===== src/hdl/owm_pkg.sv =====
// Shared types and constants for the one-wire bus master.
package owm_pkg;

    // Command codes carried in the opcode field
    localparam logic [2:0] OP_NONE  = 3'd0;
    localparam logic [2:0] OP_RESET = 3'd1;
    localparam logic [2:0] OP_WBIT  = 3'd2;
    localparam logic [2:0] OP_RBIT  = 3'd3;
    localparam logic [2:0] OP_WBYTE = 3'd4;
    localparam logic [2:0] OP_RBYTE = 3'd5;

    // Sequencer phases
    localparam logic [2:0] PH_IDLE      = 3'd0;
    localparam logic [2:0] PH_RST_LOW   = 3'd1;
    localparam logic [2:0] PH_RST_WAIT  = 3'd2;
    localparam logic [2:0] PH_RST_TAIL  = 3'd3;
    localparam logic [2:0] PH_WR_LOW    = 3'd4;
    localparam logic [2:0] PH_SLOT_TAIL = 3'd5;
    localparam logic [2:0] PH_RD_LOW    = 3'd6;
    localparam logic [2:0] PH_RD_WAIT   = 3'd7;

    // Configuration register indexes
    localparam logic [2:0] REG_RESET_LOW     = 3'd0;
    localparam logic [2:0] REG_PRESENCE_WAIT = 3'd1;
    localparam logic [2:0] REG_RESET_TAIL    = 3'd2;
    localparam logic [2:0] REG_WRITE_START   = 3'd3;
    localparam logic [2:0] REG_WRITE_HOLD    = 3'd4;
    localparam logic [2:0] REG_READ_LOW      = 3'd5;
    localparam logic [2:0] REG_READ_SAMPLE   = 3'd6;
    localparam logic [2:0] REG_READ_TAIL     = 3'd7;

    // Timing registers, in ticks
    typedef struct packed {
        logic [15:0] reset_low_ticks;
        logic [15:0] presence_wait_ticks;
        logic [15:0] reset_tail_ticks;
        logic [15:0] write_start_ticks;
        logic [15:0] write_hold_ticks;
        logic [15:0] read_low_ticks;
        logic [15:0] read_sample_ticks;
        logic [15:0] read_tail_ticks;
    } t_cfg;

    localparam t_cfg CFG_RESET = '{
        reset_low_ticks:     16'd500,
        presence_wait_ticks: 16'd70,
        reset_tail_ticks:    16'd500,
        write_start_ticks:   16'd10,
        write_hold_ticks:    16'd50,
        read_low_ticks:      16'd5,
        read_sample_ticks:   16'd5,
        read_tail_ticks:     16'd50
    };

    // One result item
    typedef struct packed {
        logic       drive_low;
        logic       busy_res;
        logic       done_res;
        logic       presence;
        logic [7:0] read_data;
        logic       rejected;
    } t_result;

endpackage


===== src/hdl/one_wire_bus_master.sv =====
// Top level of the one-wire bus master.
// Usage:
//   Input channel (i_in_valid / o_in_stall): one transaction per bus tick,
//   carrying an opcode, a data byte and the sampled line level.
//   Output channel (o_out_valid / i_out_stall): one result per input tick,
//   with the line drive, busy, done, presence, read data and rejected flag.
//   Configuration (i_cfg_valid / o_cfg_ready): eight 16-bit timing registers
//   indexed 0..7; write them only while no operation is running.
// Timing: a tick is registered on acceptance and its result is registered
//   into the result queue when the tick leaves the input register.
//   One tick is accepted every cycle unless o_in_stall is high; the rate is
//   set by the combinational sequencer between input register and queue.
// Stall: the two-entry result queue absorbs a stalled result; once it is
//   full the input register holds and o_in_stall rises.
// Reset: the sequencer returns to idle, presence clears, the queue empties
//   and all timing registers take their default values.
module one_wire_bus_master #(
    parameter int COUNT_WIDTH = 16
) (
    input  logic        i_clk,
    input  logic        i_rst_n,
    input  logic        i_in_valid,
    output logic        o_in_stall,
    input  logic [2:0]  i_opcode,
    input  logic [7:0]  i_data,
    input  logic        i_line_level,
    output logic        o_out_valid,
    input  logic        i_out_stall,
    output logic        o_drive_low,
    output logic        o_busy_res,
    output logic        o_done_res,
    output logic        o_presence,
    output logic [7:0]  o_read_data,
    output logic        o_rejected,
    input  logic        i_cfg_valid,
    output logic        o_cfg_ready,
    input  logic [2:0]  i_cfg_index,
    input  logic [15:0] i_cfg_data
);

    logic             r_in_valid, n_in_valid;
    logic [2:0]       r_in_opcode;
    logic [7:0]       r_in_data;
    logic             r_in_line;
    logic             accept;
    logic             advance;
    logic             buf_full;
    owm_pkg::t_cfg    cfg;
    owm_pkg::t_result core_res;
    owm_pkg::t_result out_res;

    // Input register handshake
    assign o_in_stall = r_in_valid && buf_full;
    assign accept     = i_in_valid && !o_in_stall;
    assign advance    = r_in_valid && !buf_full;
    assign n_in_valid = accept ? 1'b1 : (advance ? 1'b0 : r_in_valid);

    always_ff @(posedge i_clk) begin
        if (!i_rst_n) begin
            r_in_valid <= 1'b0;
        end else begin
            r_in_valid <= n_in_valid;
        end
    end

    always_ff @(posedge i_clk) begin
        if (accept) begin
            r_in_opcode <= i_opcode;
            r_in_data   <= i_data;
            r_in_line   <= i_line_level;
        end
    end

    // Configuration is always accepted
    assign o_cfg_ready = 1'b1;

    owm_cfg u_cfg (
        .i_clk   (i_clk),
        .i_rst_n (i_rst_n),
        .i_wr_en (i_cfg_valid && o_cfg_ready),
        .i_index (i_cfg_index),
        .i_data  (i_cfg_data),
        .o_cfg   (cfg)
    );

    owm_core #(
        .COUNT_WIDTH (COUNT_WIDTH)
    ) u_core (
        .i_clk        (i_clk),
        .i_rst_n      (i_rst_n),
        .i_en         (advance),
        .i_opcode     (r_in_opcode),
        .i_data       (r_in_data),
        .i_line_level (r_in_line),
        .i_cfg        (cfg),
        .o_result     (core_res)
    );

    owm_out_buf u_out_buf (
        .i_clk   (i_clk),
        .i_rst_n (i_rst_n),
        .i_push  (advance),
        .i_data  (core_res),
        .i_stall (i_out_stall),
        .o_valid (o_out_valid),
        .o_data  (out_res),
        .o_full  (buf_full)
    );

    assign o_drive_low = out_res.drive_low;
    assign o_busy_res  = out_res.busy_res;
    assign o_done_res  = out_res.done_res;
    assign o_presence  = out_res.presence;
    assign o_read_data = out_res.read_data;
    assign o_rejected  = out_res.rejected;

endmodule


===== src/hdl/owm_cfg.sv =====
// Timing register file written through the configuration port.
module owm_cfg (
    input  logic                 i_clk,
    input  logic                 i_rst_n,
    input  logic                 i_wr_en,
    input  logic [2:0]           i_index,
    input  logic [15:0]          i_data,
    output owm_pkg::t_cfg        o_cfg
);

    owm_pkg::t_cfg r_regs;
    owm_pkg::t_cfg n_regs;

    // Register write decode
    always_comb begin
        n_regs = r_regs;
        if (i_wr_en) begin
            unique case (i_index)
                owm_pkg::REG_RESET_LOW:     n_regs.reset_low_ticks     = i_data;
                owm_pkg::REG_PRESENCE_WAIT: n_regs.presence_wait_ticks = i_data;
                owm_pkg::REG_RESET_TAIL:    n_regs.reset_tail_ticks    = i_data;
                owm_pkg::REG_WRITE_START:   n_regs.write_start_ticks   = i_data;
                owm_pkg::REG_WRITE_HOLD:    n_regs.write_hold_ticks    = i_data;
                owm_pkg::REG_READ_LOW:      n_regs.read_low_ticks      = i_data;
                owm_pkg::REG_READ_SAMPLE:   n_regs.read_sample_ticks   = i_data;
                owm_pkg::REG_READ_TAIL:     n_regs.read_tail_ticks     = i_data;
                default:                    n_regs = r_regs;
            endcase
        end
    end

    always_ff @(posedge i_clk) begin
        if (!i_rst_n) begin
            r_regs <= owm_pkg::CFG_RESET;
        end else begin
            r_regs <= n_regs;
        end
    end

    assign o_cfg = r_regs;

endmodule


===== src/hdl/owm_core.sv =====
// Timed phase sequencer: one tick processed per enabled cycle.
module owm_core #(
    parameter int COUNT_WIDTH = 16
) (
    input  logic                 i_clk,
    input  logic                 i_rst_n,
    input  logic                 i_en,
    input  logic [2:0]           i_opcode,
    input  logic [7:0]           i_data,
    input  logic                 i_line_level,
    input  owm_pkg::t_cfg        i_cfg,
    output owm_pkg::t_result     o_result
);

    localparam int LenW = (COUNT_WIDTH > 16) ? COUNT_WIDTH : 16;
    localparam logic [LenW-1:0] CntMax = LenW'({COUNT_WIDTH{1'b1}});

    logic [2:0]             r_phase, n_phase;
    logic [COUNT_WIDTH-1:0] r_tick, n_tick;
    logic [2:0]             r_bit, n_bit;
    logic [7:0]             r_shift, n_shift;
    logic [2:0]             r_op, n_op;
    logic                   r_presence, n_presence;

    logic [2:0]             cur_phase;
    logic [COUNT_WIDTH-1:0] cur_tick;
    logic [2:0]             cur_bit;
    logic [7:0]             cur_shift;
    logic [2:0]             cur_op;
    logic                   is_cmd;
    logic                   writing;
    logic                   byte_op;
    logic [15:0]            len_reg;
    logic [LenW-1:0]        len;
    logic [LenW:0]          tick_inc;
    logic                   last_tick;
    owm_pkg::t_result       res;

    assign is_cmd = (i_opcode >= owm_pkg::OP_RESET) && (i_opcode <= owm_pkg::OP_RBYTE);

    // Command start: the accepting tick is the first tick of the first phase
    always_comb begin
        cur_phase = r_phase;
        cur_tick  = r_tick;
        cur_bit   = r_bit;
        cur_shift = r_shift;
        cur_op    = r_op;
        if (r_phase == owm_pkg::PH_IDLE && is_cmd) begin
            cur_op   = i_opcode;
            cur_tick = '0;
            cur_bit  = '0;
            if (i_opcode == owm_pkg::OP_WBIT) begin
                cur_shift = {7'd0, i_data[0]};
            end else if (i_opcode == owm_pkg::OP_WBYTE) begin
                cur_shift = i_data;
            end else begin
                cur_shift = '0;
            end
            if (i_opcode == owm_pkg::OP_RESET) begin
                cur_phase = owm_pkg::PH_RST_LOW;
            end else if (i_opcode == owm_pkg::OP_WBIT || i_opcode == owm_pkg::OP_WBYTE) begin
                cur_phase = owm_pkg::PH_WR_LOW;
            end else begin
                cur_phase = owm_pkg::PH_RD_LOW;
            end
        end
    end

    assign writing = (cur_op == owm_pkg::OP_WBIT) || (cur_op == owm_pkg::OP_WBYTE);
    assign byte_op = (cur_op == owm_pkg::OP_WBYTE) || (cur_op == owm_pkg::OP_RBYTE);

    // Phase length; zero behaves as one tick, long lengths clip to counter max
    always_comb begin
        unique case (cur_phase)
            owm_pkg::PH_RST_LOW:   len_reg = i_cfg.reset_low_ticks;
            owm_pkg::PH_RST_WAIT:  len_reg = i_cfg.presence_wait_ticks;
            owm_pkg::PH_RST_TAIL:  len_reg = i_cfg.reset_tail_ticks;
            owm_pkg::PH_WR_LOW:    len_reg = i_cfg.write_start_ticks;
            owm_pkg::PH_SLOT_TAIL: len_reg = writing ? i_cfg.write_hold_ticks
                                                     : i_cfg.read_tail_ticks;
            owm_pkg::PH_RD_LOW:    len_reg = i_cfg.read_low_ticks;
            owm_pkg::PH_RD_WAIT:   len_reg = i_cfg.read_sample_ticks;
            default:               len_reg = 16'd1;
        endcase
        len = LenW'(len_reg);
        if (len > CntMax) begin
            len = CntMax;
        end
    end

    assign tick_inc  = {1'b0, LenW'(cur_tick)} + (LenW + 1)'(1);
    assign last_tick = tick_inc >= {1'b0, len};

    // Phase transitions and result
    always_comb begin
        n_phase    = cur_phase;
        n_tick     = cur_tick;
        n_bit      = cur_bit;
        n_shift    = cur_shift;
        n_op       = cur_op;
        n_presence = r_presence;
        res        = '0;

        res.rejected = (r_phase != owm_pkg::PH_IDLE) && is_cmd;

        if (cur_phase != owm_pkg::PH_IDLE) begin
            res.busy_res  = 1'b1;
            res.drive_low = (cur_phase == owm_pkg::PH_RST_LOW) ||
                            (cur_phase == owm_pkg::PH_WR_LOW) ||
                            (cur_phase == owm_pkg::PH_RD_LOW) ||
                            ((cur_phase == owm_pkg::PH_SLOT_TAIL) && writing &&
                             !cur_shift[0]);
            if (last_tick) begin
                n_tick = '0;
                unique case (cur_phase)
                    owm_pkg::PH_RST_LOW: begin
                        n_phase = owm_pkg::PH_RST_WAIT;
                    end
                    owm_pkg::PH_RST_WAIT: begin
                        n_presence = !i_line_level;
                        n_phase    = owm_pkg::PH_RST_TAIL;
                    end
                    owm_pkg::PH_RST_TAIL: begin
                        n_phase      = owm_pkg::PH_IDLE;
                        res.done_res = 1'b1;
                    end
                    owm_pkg::PH_WR_LOW: begin
                        n_phase = owm_pkg::PH_SLOT_TAIL;
                    end
                    owm_pkg::PH_RD_LOW: begin
                        n_phase = owm_pkg::PH_RD_WAIT;
                    end
                    owm_pkg::PH_RD_WAIT: begin
                        // sample the bus; bytes arrive LSB first
                        if (cur_op == owm_pkg::OP_RBYTE) begin
                            n_shift = {i_line_level, cur_shift[7:1]};
                        end else begin
                            n_shift = {7'd0, i_line_level};
                        end
                        n_phase = owm_pkg::PH_SLOT_TAIL;
                    end
                    owm_pkg::PH_SLOT_TAIL: begin
                        if (writing) begin
                            n_shift = {1'b0, cur_shift[7:1]};
                        end
                        if (byte_op && cur_bit != 3'd7) begin
                            n_bit   = cur_bit + 3'd1;
                            n_phase = writing ? owm_pkg::PH_WR_LOW : owm_pkg::PH_RD_LOW;
                        end else begin
                            n_phase      = owm_pkg::PH_IDLE;
                            res.done_res = 1'b1;
                            if (!writing) begin
                                res.read_data = cur_shift;
                            end
                        end
                    end
                    default: begin
                        n_phase = owm_pkg::PH_IDLE;
                    end
                endcase
            end else begin
                n_tick = cur_tick + COUNT_WIDTH'(1);
            end
        end
        res.presence = n_presence;
    end

    always_ff @(posedge i_clk) begin
        if (!i_rst_n) begin
            r_phase    <= owm_pkg::PH_IDLE;
            r_tick     <= '0;
            r_bit      <= '0;
            r_shift    <= '0;
            r_op       <= owm_pkg::OP_NONE;
            r_presence <= 1'b0;
        end else if (i_en) begin
            r_phase    <= n_phase;
            r_tick     <= n_tick;
            r_bit      <= n_bit;
            r_shift    <= n_shift;
            r_op       <= n_op;
            r_presence <= n_presence;
        end
    end

    assign o_result = res;

endmodule


===== src/hdl/owm_out_buf.sv =====
// Two-entry result queue: two storage entries addressed by write and read pointers.
module owm_out_buf (
    input  logic                 i_clk,
    input  logic                 i_rst_n,
    input  logic                 i_push,
    input  owm_pkg::t_result     i_data,
    input  logic                 i_stall,
    output logic                 o_valid,
    output owm_pkg::t_result     o_data,
    output logic                 o_full
);

    owm_pkg::t_result r_mem [2];
    logic             r_wr_ptr, n_wr_ptr;
    logic             r_rd_ptr, n_rd_ptr;
    logic [1:0]       r_count, n_count;
    logic             pop;

    assign o_valid = r_count != 2'd0;
    assign o_full  = r_count == 2'd2;
    assign o_data  = r_mem[r_rd_ptr];
    assign pop     = o_valid && !i_stall;

    // Pointer and occupancy update
    always_comb begin
        n_wr_ptr = i_push ? !r_wr_ptr : r_wr_ptr;
        n_rd_ptr = pop ? !r_rd_ptr : r_rd_ptr;
        n_count  = r_count;
        if (i_push && !pop) begin
            n_count = r_count + 2'd1;
        end else if (pop && !i_push) begin
            n_count = r_count - 2'd1;
        end
    end

    always_ff @(posedge i_clk) begin
        if (!i_rst_n) begin
            r_wr_ptr <= 1'b0;
            r_rd_ptr <= 1'b0;
            r_count  <= 2'd0;
        end else begin
            r_wr_ptr <= n_wr_ptr;
            r_rd_ptr <= n_rd_ptr;
            r_count  <= n_count;
        end
    end

    // Entry storage, no reset needed
    always_ff @(posedge i_clk) begin
        if (i_push) begin
            r_mem[r_wr_ptr] <= i_data;
        end
    end

endmodule


===== config.mk =====
export PLATFORM = sky130hd
export DESIGN_NAME = one_wire_bus_master
export DESIGN_NICKNAME = d
export VERILOG_FILES = /design/src/hdl/owm_pkg.sv /design/src/hdl/one_wire_bus_master.sv /design/src/hdl/owm_cfg.sv /design/src/hdl/owm_core.sv /design/src/hdl/owm_out_buf.sv
export SDC_FILE = /design/constraint.sdc
export NUM_CORES = 1
export LEC_CHECK = 0
export ABC_AREA = 0
export BUFFER_PORTS_ARGS = -buffer_cell sky130_fd_sc_hd__buf_4
export CAP_MARGIN = 20
export CORE_MARGIN = 3
export CORE_UTILIZATION = 35
export DETAILED_ROUTE_END_ITERATION = 10
export SLEW_MARGIN = 20
export SYNTH_ARGS = -nofsm -noshare
export SYNTH_HDL_FRONTEND = slang
export SYNTH_SLANG_ARGS = --single-unit

===== constraint.sdc =====
create_clock -name i_clk -period 5.7 [get_ports i_clk]
set_clock_uncertainty 0.1 [all_clocks]
set_input_delay 1.14 -clock i_clk [delete_from_list [all_inputs] [get_ports i_clk]]
set_output_delay 1.14 -clock i_clk [all_outputs]
set_load 0.005 [all_outputs]

======== Word level (Yosys, flattened, before mapping) ========
Memory sizes are Yosys's and may differ from the RTL's. A register that Yosys moved wholly into a read port is not among the register bits.
Index checks and enable logic that the tools add are counted.
cells by class
  $add $sub $neg .......................... 5
  reduce and logical (&&, ||, !) cells .... 43
  mux-type cells .......................... 48
  equality and inequality tests ........... 22
  $lt $le $gt $ge ......................... 4
operator list
  kind                                                                number
  case mux 16 bit (7 select lines)                                    1
  two-way mux 8 bit                                                   12
  two-way mux 16 bit                                                  5
  two-way mux 3 bit                                                   12
  == test 3 bit (second input constant)                               11
  == test 3 x 2 -> 1 bit (second input constant)                      6
  adder 16 x 1 -> 17 bit (second input constant)                      1
  greater-or-equal comparator 17 x 16 -> 1 bit                        1
  adder 16 x 1 -> 16 bit (second input constant)                      1
  greater-than comparator 16 bit (second input constant)              1
  case mux 8 bit (2 select lines)                                     1
  AND reduction 2 bit                                                 8
  case mux 3 bit (5 select lines)                                     1
  logical AND 1 bit                                                   12
  two-way mux 1 bit                                                   11
  == test 3 x 1 -> 1 bit (second input constant)                      3
  zero test 1 bit                                                     9
  two-way mux 2 bit                                                   4
  zero test 3 bit                                                     2
  logical OR 1 bit                                                    6
  nonzero test 2 bit                                                  3
  nonzero test 3 bit                                                  2
  adder 3 x 1 -> 3 bit (second input constant)                        1
  greater-or-equal comparator 3 x 1 -> 1 bit (second input constant)  1
  other kinds (7)                                                     7
storage, ports and cells
  memories kept ........................... 1
  logic and storage cells ................. 144
  register bits after elaboration ......... 179
  memory bits (writable) .................. 26
  input port bits ......................... 36
memories
  name             words  width  rd ports  clocked after memory_dff  write ports  line               source
  u_out_buf.r_mem  2      13     1         1                         1            owm_out_buf.sv:13  owm_pkg::t_result r_mem [2];

======== Depth between registers and ports, before layout ========
  depth after elaboration ................. 13
  mapped depth ............................ 22
  mapped depth without buffers ............ 17

======== Hierarchy ========
A second synthesis with hierarchy kept.
second synthesis, totals
  cell total of the unflattened synthesis .. 1054
  area, all modules ....................... 10133.5 µm²
modules (own cells, without submodules)
  module               area an instance (µm²)  cells an instance  times used  seq. area each (µm²)
  owm_cfg              4789.6                  455                1           2562.5
  owm_core             3764.9                  518                1           680.7
  owm_out_buf          1157.4                  62                 1           880.8
  one_wire_bus_master  421.7                   19                 1           380.4

======== Worst setup path after synthesis ========
Ideal clock, no wire load.
  path type ............................... flip-flop to flip-flop
  start point ............................. register r_in_opcode[0]
  end point ............................... memory u_out_buf.r_mem[0][9] (netlist name), data pin
  cell stages (with the launch flop) ...... 21
  path slack .............................. 1.367 ns
  buffers on the path ..................... 4
  arrival time ............................ 3.970 ns
  period minus slack after synthesis ...... 4.333 ns
  required time ........................... 5.337 ns
  path through ............................ edfxtp_1 buf_2 or3_1 nand3_1 clkbuf_1 and2_1 ha_1 nand2_1 nor2_4 nand3_2 or3_1 a21oi_1 ha_1 a211oi_1 o211ai_1 a21o_1 nor2_2 buf_4 buf_4 o21ai_0 o31a_1
RTL lines
  item                      line                       source
  start: declaration        one_wire_bus_master.sv:42  logic [2:0] r_in_opcode;
  start signal: assignment  one_wire_bus_master.sv:68  r_in_opcode <= i_opcode;
  end: declaration          owm_out_buf.sv:13

==> flow_summary.json <==
{
  "status": "finished, final reports clean",
  "yosys.area.top_type_share_pct": 33.7,
  "grtUsageTotal_pct": 17.1,
  "synth_cells": 1157,
  "cp-end-kind": "flop",
  "die_area_mm2": 0.0306,
  "required_ns": 5.96,
  "hp-class": "flop to flop",
  "diodes": 0,
  "slew_viol_final": 0,
  "yosysUniqueCellTypes": 67,
  "slew_headroom_pct": 26.7,
  "setup_viol": 0,
  "synthFlopType": "dfxtp_1",
  "synth_nets": 1213,
  "comb_power_share_pct": 22.9,
  "ys.warnings.count": 0,
  "core_mm2": 0.0279,
  "arrival_ns": 5.34,
  "cts_buffer_depth": 3,
  "num_rows": 61,
  "cpMaxStageDelayCell": "or4_1",
  "wire_per_inst_um": 17.0,
  "cts_setup_buffers": 0,
  "leakagePower_nw": 4.02,
  "grt_max_degree": 90,
  "peakVddDrop_v": 0.000181,
  "crit_chain": "nor3_2, nand3_1, and2_1, ha_1, nand2_1, nor2_4, and3_1, xnor2_1, nor2_1, ha_1, nand2_1, nor3_1, o311a_1, a21o_1, nor2_2, or4_1, nor2_2",
  "slowest_delay_ns": 0.79,
  "fp.dieW_um": 175,
  "setup.worst_path.class": "flop to flop",
  "path_buf_inv": 0,
  "drtAntennaViolNets": 0,
  "dieHeight_um": 175,
  "avgSynthCellArea_um2": 8.63,
  "ys_seq_area_share_pct": 45.1,
  "vias": 8290,
  "numCtsBuffers": 23,
  "grt_pass1_vias": 7713,
  "start_util_pct": 35.8,
  "fin_cells": 1557,
  "cts_sinks": 206,
  "dp_worst_setup_slack_ns": 0.690,
  "synth_edf_count": 38,
  "hold_viol_final": 0,
  "synthTopCellsByArea": "dfxtp_1, nand2_1, edfxtp_1, a21boi_0, mux2_2",
  "ios": 52,
  "path_delay_family": "simple AND/OR/NAND/NOR gates",
  "cts-hold-fix-buffers": 0,
  "final_util_pct": 40.7,
  "drt_iter0_drc": 677,
  "seqPwrFrac_pct": 40.9,
  "hold_slack_ns": 0.364,
  "clkTransAtPathRegs_ns": 0.07,
  "cts_tree": "done",
  "powerDensity_mw_per_mm2": 352,
  "dp_hpwl_mm": 17.0,
  "ys_async_sr_fraction_pct": 0,
  "rsz0062_at_grt": "false",
  "grt_pass1_wl_mm": 42.7,
  "fin_tns_setup_ns": 0,
  "finalInstanceArea_mm2": 0.0114,
  "p_sw_mw": 1.25,
  "period_needed_ns": 5.08,
  "cts-root-buf": "clkbuf_16",
  "layout_setup_ws_ns": 0.622,
  "antenna_found_initial": 0,
  "port_buffers": 50,
  "max_cap_viol_count": 0,
  "placed_cells": 1515,
  "synth_largest_area_cell": "dfxtp_1",
  "startpoint_type": "flop",
  "layout_common_cells": "nand2_1, dfxtp_1, a21boi_0",
  "path_max_fanout": 17,
  "gp_congestion": 0.896,
  "swShare_pct": 31.4,
  "vias_per_cell": 5.32,
  "syn2layout_area_growth_pct": 13.7,
  "fin_nets": 1218,
  "drc": 0,
  "clkPwrFrac_pct": 36.2,
  "final.period_utilization_pct": 89.1,
  "p_total_mw": 4.00,
  "layout_commonest_cell": "nand2_1",
  "dr.pass1.iters": 7,
  "routed_wl_mm": 26.5,
  "overflow": 0,
  "fmax_mhz": 197,
  "insertion_delay_ns": 0.53,
  "internal_power_mw": 2.74,
  "worstMarginPinSlew_ns": 1.10,
  "drive_above_1_share_pct": 14.2,
  "dpl_cell_area_mm2": 0.0106,
  "cts_max_level": 1,
  "synth.ff_latch_count": 206,
  "post_cts_resized": 0,
  "netlist_area_mm2": 0.00999
}
[state kept, by name, indices dropped and copies added, names as in the netlist, named ones only]
register	cells
u_cfg.o_cfg	128
u_out_buf.r_mem	26
u_core.r_tick	16
r_in_data	8
u_core.r_shift	8
r_in_opcode	3
u_core.r_bit	3
u_core.r_op	3
u_core.r_phase	3
u_out_buf.r_count	2
r_in_line	1
r_in_valid	1
u_core.r_presence	1
u_out_buf.r_rd_ptr	1
u_out_buf.r_wr_ptr	1
[kinds of logic (layout without fill, tap and decap cells)]
logic type               count (synthesis)  after routing  share of synthesized area [%]
XOR/XNOR                                18             18                           1.58
AND/OR/NAND/NOR                        511            511                           22.5
multiplexers                            49             49                           5.27
other                                    1              1                         0.0375
buffers and inverters                   99            121                           4.30
flip-flops                             206            206                           45.1
adder cells (fa/ha/maj)                 20             20                           2.51
AO/OA/AOI/OAI                          253            253                           18.7
[per-layer routing]
metal | global-route usage, % | vias to the layer above | part of all wire (%)
li1 | - | 4036 | -
met2 | 26.4 | 257 | 44
met5 | 0 | - | 0
met4 | 4.42 | 0 | 2.1
met3 | 2.74 | 45 | 6.8
met1 | 24.9 | 3952 | 47
[worst reg2reg max path, cell delays in order (launching register included)]
cell     delay (ns)
dfxtp_1        0.49
nor3_2         0.60
nand3_1        0.41
and2_1         0.32
ha_1           0.22
nand2_1        0.12
nor2_4         0.07
and3_1         0.19
xnor2_1        0.14
nor2_1         0.09
ha_1           0.34
nand2_1        0.08
nor3_1         0.27
o311a_1        0.21
a21o_1         0.12
nor2_2         0.12
or4_1          0.80
nor2_2         0.23
[area by class of cell]
cell class                 count  area [um2]
fill                        2884       16600
multi-input combinational    852        5090
sequential                   206        4500
clock buffer                  32         669
timing repair buffer          67         503
tap                          378         473
clock inverter                10        73.8
inverter                      12        45.0
[Yosys cell counts, drive strengths merged, types with 3 or more instances]
master and instances:
nor2b 11, nand2 319, dfxtp 168, inv 12, a21oi 39, mux2 29, clkbuf 66, a21boi 120
nor2 52, nand3 64, edfxtp 38, a32oi 3, or3 6, nand4 8, o211ai 21, buf 21
nand2b 7, xor2 9, and3 10, nor3 15, a22oi 5, a222oi 15, ha 20, o31ai 3
mux2i 20, or4 3, o21ai 14, and2 10, o221ai 6, xnor2 9, o21a 4
[path summary, 6_finish.rpt]
kind / from / endpoint / slack, ns / cells past startpoint
worst max register to register: u_core.r_phase[1]$_SDFFE_PN0P_ / u_out_buf.r_mem[0][2]$_DFFE_PP_ / 0.62 / 17
worst max-delay path: u_core.r_phase[1]$_SDFFE_PN0P_ / u_out_buf.r_mem[0][2]$_DFFE_PP_ / 0.62 / 17
worst min register to register: u_cfg.o_cfg[7]$_SDFFE_PN0P_ / u_cfg.o_cfg[7]$_SDFFE_PN0P_ / 0.36 / 2
worst min-delay path: u_cfg.o_cfg[7]$_SDFFE_PN0P_ / u_cfg.o_cfg[7]$_SDFFE_PN0P_ / 0.36 / 2
[power groups by stage]
stage	Clock, mW	Sequential (mW)	Combinational, mW
global route	1.54	1.65	0.999
CTS	1.48	1.63	0.919
floorplan	0	1.62	0.664
finish	1.45	1.63	0.915
global placement	0	1.66	0.908
detailed placement	0	1.67	0.915
Note: power is estimated with default switching activity, not from simulation.
